<file path="src/kwm_pkg.sv">
// Package for the k-way sorted merge block: stream field layout, defaults
// and configuration constants. No dependencies.
`timescale 1ns / 1ps

package kwm_pkg;

    // Default sizing handed to the top level
    localparam int DEF_MAX_ROWS    = 8;
    localparam int DEF_VALUE_WIDTH = 32;

    // Configuration register: rows in use
    localparam int          CFG_W   = 4;
    localparam logic [3:0]  K_RESET = 4'd8;

    // Input stream layout: row, position, element value, zero pad
    localparam int ROW_FIELD_W = 3;
    localparam int POS_FIELD_W = 3;
    localparam int ELEM_W      = 32;
    localparam int ROW_LSB     = 0;
    localparam int POS_LSB     = ROW_LSB + ROW_FIELD_W;
    localparam int ELEM_LSB    = POS_LSB + POS_FIELD_W;
    localparam int IN_TDATA_W  = ((ELEM_LSB + ELEM_W + 7) / 8) * 8;

    // Output stream layout: merged value
    localparam int OUT_TDATA_W = 32;

endpackage

</file>
<file path="src/kwm_grid_mem.sv">
// Grid store for the k-way sorted merge: one write port, one read port
// with registered read data. No package dependencies.
`timescale 1ns / 1ps

module kwm_grid_mem #(
    parameter int DEPTH  = 64,
    parameter int ADDR_W = 6,
    parameter int DATA_W = 32
) (
    input  logic              i_clk,
    input  logic              i_wr_en,
    input  logic [ADDR_W-1:0] i_wr_addr,
    input  logic [DATA_W-1:0] i_wr_data,
    input  logic [ADDR_W-1:0] i_rd_addr,
    output logic [DATA_W-1:0] o_rd_data
);

    logic [DATA_W-1:0] r_mem [DEPTH];
    logic [DATA_W-1:0] r_rd_data;

    // Write on enable, read every cycle
    always_ff @(posedge i_clk) begin
        if (i_wr_en) begin
            r_mem[i_wr_addr] <= i_wr_data;
        end
        r_rd_data <= r_mem[i_rd_addr];
    end

    assign o_rd_data = r_rd_data;

endmodule

</file>
<file path="src/kwm_min_cmp.sv">
// Shared compare unit of the k-way sorted merge: decides whether the
// candidate row head replaces the running minimum. No package dependencies.
`timescale 1ns / 1ps

module kwm_min_cmp #(
    parameter int VALUE_WIDTH = 32
) (
    input  logic [VALUE_WIDTH-1:0] i_cand_val,
    input  logic                   i_cand_active,
    input  logic [VALUE_WIDTH-1:0] i_best_val,
    input  logic                   i_best_valid,
    output logic                   o_take
);

    // Strictly less keeps the lower row on ties, since rows are scanned upward
    assign o_take = i_cand_active &&
                    (!i_best_valid || ($signed(i_cand_val) < $signed(i_best_val)));

endmodule

</file>
<file path="src/k_way_sorted_merge.sv">
// Top level of the k-way sorted merge: grid load, row-head registers and
// the sequencer around one shared compare unit. Uses kwm_pkg, kwm_grid_mem
// and kwm_min_cmp.
//
//  Channel   | Direction | Handshake                      | Payload (low bit up)
//  s_axis    | in        | s_axis_tvalid / s_axis_tready  | row, position, value; tlast = end
//  m_axis    | out       | m_axis_tvalid / m_axis_tready  | merged value; tlast = last result
//  cfg       | in        | i_cfg_we                       | k_in_use
//
// The end-of-load transaction seeds the row heads one row at a time, each with
// a grid read and a capture of the registered read data, and each merged value
// takes K compare steps on the shared compare unit, then a grid read to refill
// the popped row. The input is not ready during the merge. A full stall on
// m_axis holds the last compare step until the output register frees. Reset is
// synchronous, active low; the grid needs no clearing pass.
`timescale 1ns / 1ps

module k_way_sorted_merge import kwm_pkg::*; #(
    parameter int MAX_ROWS    = DEF_MAX_ROWS,
    parameter int VALUE_WIDTH = DEF_VALUE_WIDTH
) (
    input  logic                   i_clk,
    input  logic                   i_rst_n,
    input  logic                   s_axis_tvalid,
    output logic                   s_axis_tready,
    input  logic [IN_TDATA_W-1:0]  s_axis_tdata,   // row_index, position, element_value
    input  logic                   s_axis_tlast,   // end_of_load
    output logic                   m_axis_tvalid,
    input  logic                   m_axis_tready,
    output logic [OUT_TDATA_W-1:0] m_axis_tdata,   // merged_value
    output logic                   m_axis_tlast,   // last_result
    input  logic                   i_cfg_we,
    input  logic [CFG_W-1:0]       i_cfg_wdata
);

    localparam int ROW_W  = (MAX_ROWS > 1) ? $clog2(MAX_ROWS) : 1;
    localparam int K_W    = $clog2(MAX_ROWS + 1);
    localparam int DEPTH  = MAX_ROWS * MAX_ROWS;
    localparam int ADDR_W = (DEPTH > 1) ? $clog2(DEPTH) : 1;
    localparam int CNT_W  = $clog2(DEPTH + 1);

    typedef enum logic [5:0] {
        S_LOAD     = 6'b000001,
        S_SEED     = 6'b000010,
        S_SEED_CAP = 6'b000100,
        S_SCAN     = 6'b001000,
        S_FETCH    = 6'b010000,
        S_REFILL   = 6'b100000
    } t_state;

    t_state                 r_state, n_state;
    logic [CFG_W-1:0]       r_k;
    logic [ROW_W-1:0]       r_idx, n_idx;
    logic [ROW_W-1:0]       r_best, n_best;
    logic                   r_best_valid, n_best_valid;
    logic [CNT_W-1:0]       r_left, n_left;
    logic [MAX_ROWS-1:0]    r_active, n_active;
    logic                   r_out_valid, n_out_valid;
    logic [VALUE_WIDTH-1:0] r_best_val;
    logic [VALUE_WIDTH-1:0] r_out_val;
    logic                   r_out_last;
    logic [VALUE_WIDTH-1:0] r_head_val [MAX_ROWS];
    logic [ROW_W-1:0]       r_head_pos [MAX_ROWS];

    logic [ROW_FIELD_W-1:0] w_row;
    logic [POS_FIELD_W-1:0] w_pos;
    logic [VALUE_WIDTH-1:0] w_in_val;
    logic                   w_in_range;
    logic                   w_in_acc;
    logic [ADDR_W-1:0]      w_wr_addr;
    logic [ADDR_W-1:0]      w_rd_addr;
    logic [ADDR_W-1:0]      w_fetch_addr;
    logic [VALUE_WIDTH-1:0] w_rd_data;
    logic [K_W-1:0]         w_k;
    logic                   w_idx_last;
    logic                   w_has_next;
    logic                   w_take;
    logic                   w_out_free;
    logic [ROW_W-1:0]       w_best_pos;

    // Unpack the input transaction
    assign w_row      = s_axis_tdata[ROW_LSB +: ROW_FIELD_W];
    assign w_pos      = s_axis_tdata[POS_LSB +: POS_FIELD_W];
    assign w_in_val   = VALUE_WIDTH'(signed'(s_axis_tdata[ELEM_LSB +: ELEM_W]));
    assign w_in_range = (int'(w_row) < MAX_ROWS) && (int'(w_pos) < MAX_ROWS);
    assign w_in_acc   = s_axis_tvalid && s_axis_tready;
    assign w_wr_addr  = ADDR_W'(ADDR_W'(w_row) * ADDR_W'(MAX_ROWS) + ADDR_W'(w_pos));

    // Rows in use, saturated to the grid size
    assign w_k = (r_k > CFG_W'(MAX_ROWS)) ? K_W'(MAX_ROWS) : K_W'(r_k);

    assign w_idx_last = (K_W'(r_idx) + K_W'(1)) == w_k;
    assign w_best_pos = r_head_pos[r_best];
    assign w_has_next = (K_W'(w_best_pos) + K_W'(1)) < w_k;
    assign w_out_free = !r_out_valid || m_axis_tready;

    assign w_fetch_addr = w_has_next ?
        ADDR_W'(ADDR_W'(r_best) * ADDR_W'(MAX_ROWS) + ADDR_W'(w_best_pos) + ADDR_W'(1)) :
        '0;

    // Select the grid read address
    always_comb begin
        unique case (r_state)
            S_SEED:  w_rd_addr = ADDR_W'(ADDR_W'(r_idx) * ADDR_W'(MAX_ROWS));
            S_FETCH: w_rd_addr = w_fetch_addr;
            default: w_rd_addr = '0;
        endcase
    end

    kwm_grid_mem #(
        .DEPTH  (DEPTH),
        .ADDR_W (ADDR_W),
        .DATA_W (VALUE_WIDTH)
    ) u_grid (
        .i_clk     (i_clk),
        .i_wr_en   (w_in_acc && w_in_range),
        .i_wr_addr (w_wr_addr),
        .i_wr_data (w_in_val),
        .i_rd_addr (w_rd_addr),
        .o_rd_data (w_rd_data)
    );

    kwm_min_cmp #(
        .VALUE_WIDTH (VALUE_WIDTH)
    ) u_cmp (
        .i_cand_val    (r_head_val[r_idx]),
        .i_cand_active (r_active[r_idx]),
        .i_best_val    (r_best_val),
        .i_best_valid  (r_best_valid),
        .o_take        (w_take)
    );

    // Sequencer next state
    always_comb begin
        n_state      = r_state;
        n_idx        = r_idx;
        n_best       = r_best;
        n_best_valid = r_best_valid;
        n_left       = r_left;
        n_active     = r_active;
        n_out_valid  = r_out_valid && !m_axis_tready;
        unique case (r_state)
            S_LOAD: begin
                if (w_in_acc && s_axis_tlast && (w_k != '0)) begin
                    n_state  = S_SEED;
                    n_idx    = '0;
                    n_left   = CNT_W'(CNT_W'(w_k) * CNT_W'(w_k));
                    n_active = '0;
                end
            end
            S_SEED: begin
                n_state = S_SEED_CAP;
            end
            S_SEED_CAP: begin
                n_active[r_idx] = 1'b1;
                if (w_idx_last) begin
                    n_state      = S_SCAN;
                    n_idx        = '0;
                    n_best_valid = 1'b0;
                end else begin
                    n_state = S_SEED;
                    n_idx   = r_idx + ROW_W'(1);
                end
            end
            S_SCAN: begin
                if (w_take) begin
                    n_best       = r_idx;
                    n_best_valid = 1'b1;
                end
                if (w_idx_last) begin
                    if (w_out_free) begin
                        n_out_valid = 1'b1;
                        n_left      = r_left - CNT_W'(1);
                        n_state     = S_FETCH;
                    end
                end else begin
                    n_idx = r_idx + ROW_W'(1);
                end
            end
            S_FETCH: begin
                n_state = S_REFILL;
            end
            S_REFILL: begin
                if (!w_has_next) begin
                    n_active[r_best] = 1'b0;
                end
                if (r_left == '0) begin
                    n_state = S_LOAD;
                end else begin
                    n_state      = S_SCAN;
                    n_idx        = '0;
                    n_best_valid = 1'b0;
                end
            end
            default: n_state = S_LOAD;
        endcase
    end

    // Control registers
    always_ff @(posedge i_clk) begin
        if (!i_rst_n) begin
            r_state      <= S_LOAD;
            r_k          <= K_RESET;
            r_idx        <= '0;
            r_best       <= '0;
            r_best_valid <= 1'b0;
            r_left       <= '0;
            r_active     <= '0;
            r_out_valid  <= 1'b0;
        end else begin
            r_state      <= n_state;
            r_idx        <= n_idx;
            r_best       <= n_best;
            r_best_valid <= n_best_valid;
            r_left       <= n_left;
            r_active     <= n_active;
            r_out_valid  <= n_out_valid;
            if (i_cfg_we) begin
                r_k <= i_cfg_wdata;
            end
        end
    end

    // Row heads, running minimum and output payload
    always_ff @(posedge i_clk) begin
        if (r_state == S_SEED_CAP) begin
            r_head_val[r_idx] <= w_rd_data;
            r_head_pos[r_idx] <= '0;
        end
        if ((r_state == S_REFILL) && w_has_next) begin
            r_head_val[r_best] <= w_rd_data;
            r_head_pos[r_best] <= w_best_pos + ROW_W'(1);
        end
        if ((r_state == S_SCAN) && w_take) begin
            r_best_val <= r_head_val[r_idx];
        end
        if ((r_state == S_SCAN) && w_idx_last && w_out_free) begin
            r_out_val  <= w_take ? r_head_val[r_idx] : r_best_val;
            r_out_last <= (r_left == CNT_W'(1));
        end
    end

    assign s_axis_tready = (r_state == S_LOAD);
    assign m_axis_tvalid = r_out_valid;
    assign m_axis_tdata  = OUT_TDATA_W'(r_out_val);
    assign m_axis_tlast  = r_out_last;

endmodule

</file>
<file path="config.mk">
export PLATFORM = sky130hd
export DESIGN_NAME = k_way_sorted_merge
export DESIGN_NICKNAME = d
export VERILOG_FILES = /design/src/kwm_pkg.sv /design/src/kwm_grid_mem.sv /design/src/kwm_min_cmp.sv /design/src/k_way_sorted_merge.sv
export SDC_FILE = /design/constraint.sdc
export NUM_CORES = 2
export LEC_CHECK = 0
export ABC_CLOCK_PERIOD_IN_PS = 20800
export BUFFER_PORTS_ARGS = -buffer_cell sky130_fd_sc_hd__buf_2
export CAP_MARGIN = 20
export CORE_MARGIN = 4
export CORE_UTILIZATION = 55
export DETAILED_ROUTE_END_ITERATION = 12
export PLACE_DENSITY_LB_ADDON = 0.08
export SYNTH_ARGS = -nofsm -noshare
export SYNTH_HDL_FRONTEND = slang
export SYNTH_SLANG_ARGS = --single-unit
export TNS_END_PERCENT = 50
</file>
<file path="constraint.sdc">
create_clock -name i_clk -period 20.8 [get_ports i_clk]
set_clock_uncertainty 0.15 [all_clocks]
set_input_delay 4.16 -clock i_clk [delete_from_list [all_inputs] [get_ports i_clk]]
set_output_delay 4.16 -clock i_clk [all_outputs]
set_load 0.02 [all_outputs]
</file>
==> impl_metrics.ini <==
[drt]
via_per_inst = 6.43
wl_per_cell_um = 29.4
drc = 0
drtIter0Drc = 8006
vias = 61300
first_pass_iters = 6
wirelength_um = 280000
ant_nets = 0

[synth]
synth_area_sq_um = 98000
yosysSeqAreaShare_pct = 74.8
synth_mux_area_share_pct = 2.73
synthAdderAreaFrac_pct = 0.544
ys_warn_count = 0
synth_top_family_by_area = simple AND/OR/NAND/NOR gates
synth_compound_area_share_pct = 8.26
syn_avg_cell_area_sq_um = 14.1
synth_simple_gate_area_share_pct = 11.3
synth_edf_count = 2393
synth_xor_area_share_pct = 0.0626
synth_ff_type = edfxtp_1
synth_seq_cells = 2464
async_flop_share_pct = 0
ys_types = 94
syn_inst = 6936

[worst_setup_path]
crit_required_ns = 21.44
crit_path_frequent_cell = buf_4
worstPathArrival_ns = 10.30
critical_path.cell_chain = mux4_2, mux2i_4, buf_4, inv_8, ha_1, nor3_1, nor2_4, inv_6, ha_1, o21ai_0, o211a_1, a21oi_4, nor3_4, buf_4, buf_4, buf_12, buf_4, o211ai_1, a21oi_1, a311oi_1, nor3_1, o221a_1
crit_path_top_delay_cell = nor3_1
cpPeakStageDelay_ns = 0.86
crit_type = flop to flop
crit_fanout = 86
end_kind = flop
critPathLaunchType = flop

[run_status]
status = finished clean

[finish]
layout-drive-gt1-share_pct = 12.0
final_cell_mix = edfxtp_1 (2393), nand2_1 (1089), nand3_1 (537)
utilization_pct = 62.2
n_fill_cell = 13100
stdcell_count = 9532
design_area_sq_um = 110000
final_common_cell = edfxtp_1
syn_to_final_growth_pct = 12.2
final_nets = 7085

[floorplanning]
initial_utilization_pct = 55.5
core_area_sq_um = 177000
die_area_sq_um = 185000
die_x_um = 430
die_y_um = 430
rows = 154
ios = 85

[clock_tree]
post_cts_buffers = 0
clock_path_buffers = 4
h-tree-depth = 5
cts_inserted_buffers = 274
cts-resized-gates = 0
root_buffer = clkbuf_16
clk_latency_ns = 0.92
clk_pin_slew_ns = 0.05
cts_hold_buf = 0
tritoncts = done
clock_sinks = 2464

[timing]
finalMaxSlewViolations = 0
finalHoldViolCount = 0
fin_crit_sh_pct = 46.4
worstMarginPinSlew_ns = 1.24
holdWs_ns = 0.370
rsz0062_at_grt = no
setup_slack_ns = 11.15
finalSetupTns_ns = 0
min_period_ns = 9.65
fmax_mhz = 104
setup_viol = 0
slew_headroom_pct = 17.1

[global_routing]
overflow = 0
antenna_found_initial = 25
grt_max_degree = 183
grt_pass1_wl_um = 403000
grt_pass1_vias = 58000
grt_use_total_pct = 29.8

[power_and_ir_drop]
power_mw = 10.1
p_per_area_nw_per_um2 = 92.3
leakagePower_nw = 35.7
peakVddDrop_mv = 0.0722

[min_path]
hold_start = r_left[3]
hold_class = flop to flop

[placed_design]
placed_cells = 9040
detailed_place_hpwl_um = 146000
place_area_sq_um = 101000
place_congestion = 0.814
portBuffers = 82
dp_slack_ns = 11.33

[flow_run]
maxCapViolCount = 0
[layout make-up]
type,count,area [sq um],share of cell area (%)
multi-input cells,3937,23200,21.1
repair buffers,271,2230,2.03
flip-flops and latches,2464,73300,66.7
clock inverters,99,618,0.562
diodes,15,37.5,0.0342
inverters,45,181,0.165
well taps,2340,2930,2.66
clock buffers,361,7450,6.77
[worst max-delay path: cells and delay by family (launching register included)]
kind / cells / cell delay [ns]
adder cells (fa/ha/maj): 2 / 0.69
multiplexers: 2 / 0.79
AND/OR/NAND/NOR: 4 / 1.75
AO/OA/AOI/OAI: 7 / 1.89
flip-flops: 1 / 0.63
buffers and inverters: 7 / 3.50
[layer usage]
metal / global-route usage [%] / part of all wire, %
met5: 0 / 0.020
met4: 11.0 / 3.7
met3: 6.35 / 9.8
met2: 46.7 / 47
met1: 41.5 / 40
[logic make-up (layout without fill, tap and decap cells)]
group / Yosys count / in the layout
flops: 2464 / 2464
xor+xnor: 7 / 7
buf+inv: 536 / 776
compound gates: 1192 / 1192
simple gates: 2520 / 2520
fa+ha+maj: 42 / 42
mux: 174 / 174
other cells: 1 / 17
[synth_stat cells (6+ instances only)]
cell type | instances | share of area [%]
edfxtp_1 | 2393 | 73
nand2_1 | 1091 | 4.2
nand3_1 | 538 | 2.7
nor2_1 | 462 | 1.8
clkbuf_1 | 270 | 1.0
o21ai_0 | 243 | 1.2
a21oi_1 | 237 | 1.2
nor3_1 | 174 | 0.89
buf_2 | 139 | 0.71
or3_1 | 107 | 0.68
o221ai_1 | 104 | 0.93
a31oi_1 | 90 | 0.57
a2bb2oi_1 | 81 | 0.72
dfxtp_1 | 71 | 1.5
o22ai_1 | 71 | 0.45
mux4_2 | 70 | 1.6
buf_1 | 69 | 0.26
mux2i_1 | 64 | 0.65
o211ai_1 | 57 | 0.44
a211oi_1 | 54 | 0.41
inv_1 | 43 | 0.16
ha_1 | 41 | 0.52
mux2_2 | 39 | 0.45
nand4_1 | 33 | 0.21
o22a_1 | 32 | 0.29
and3_1 | 28 | 0.18
o2111ai_1 | 22 | 0.20
nor4_1 | 19 | 0.12
a2111oi_0 | 17 | 0.15
nor2b_1 | 16 | 0.10
o21ai_1 | 16 | 0.082
a31o_2 | 15 | 0.13
a21o_1 | 13 | 0.10
a311oi_1 | 13 | 0.12
a32oi_1 | 13 | 0.12
buf_4 | 13 | 0.10
o221a_2 | 12 | 0.14
a221o_1 | 10 | 0.10
a22oi_1 | 10 | 0.077
a32o_1 | 10 | 0.10
o32ai_1 | 10 | 0.089
a211o_1 | 9 | 0.080
and2_1 | 9 | 0.057
nor3b_1 | 6 | 0.046
[worst paths after layout]
kind / to / slack [ns] / cells past startpoint
setup / recovery: u_grid.o_rd_data[16] / 11.15 / 22
hold / removal: r_left[3] / 0.37 / 2
setup reg to reg: u_grid.o_rd_data[16] / 11.15 / 22
hold reg to reg: r_left[3] / 0.37 / 2
[registers in the layout (all words and copies together) (netlist names), named ones only]
name,flops
r_head_val,256
u_grid.o_rd_data,32
r_idx,3
m_axis_tdata,32
r_active,8
r_head_pos,24
r_k,4
r_best_valid,1
u_grid.r_mem,2048
m_axis_tlast,1
r_best_val,32
r_left,7
r_state,6
r_best,3
m_axis_tvalid,1
[report_power, final]
group	internal (mW)	switching, mW
Clock	2.58	1.85
Combinational	0.0566	0.170
Sequential	5.47	0.0172
Note: power is estimated with default switching activity, not from simulation.
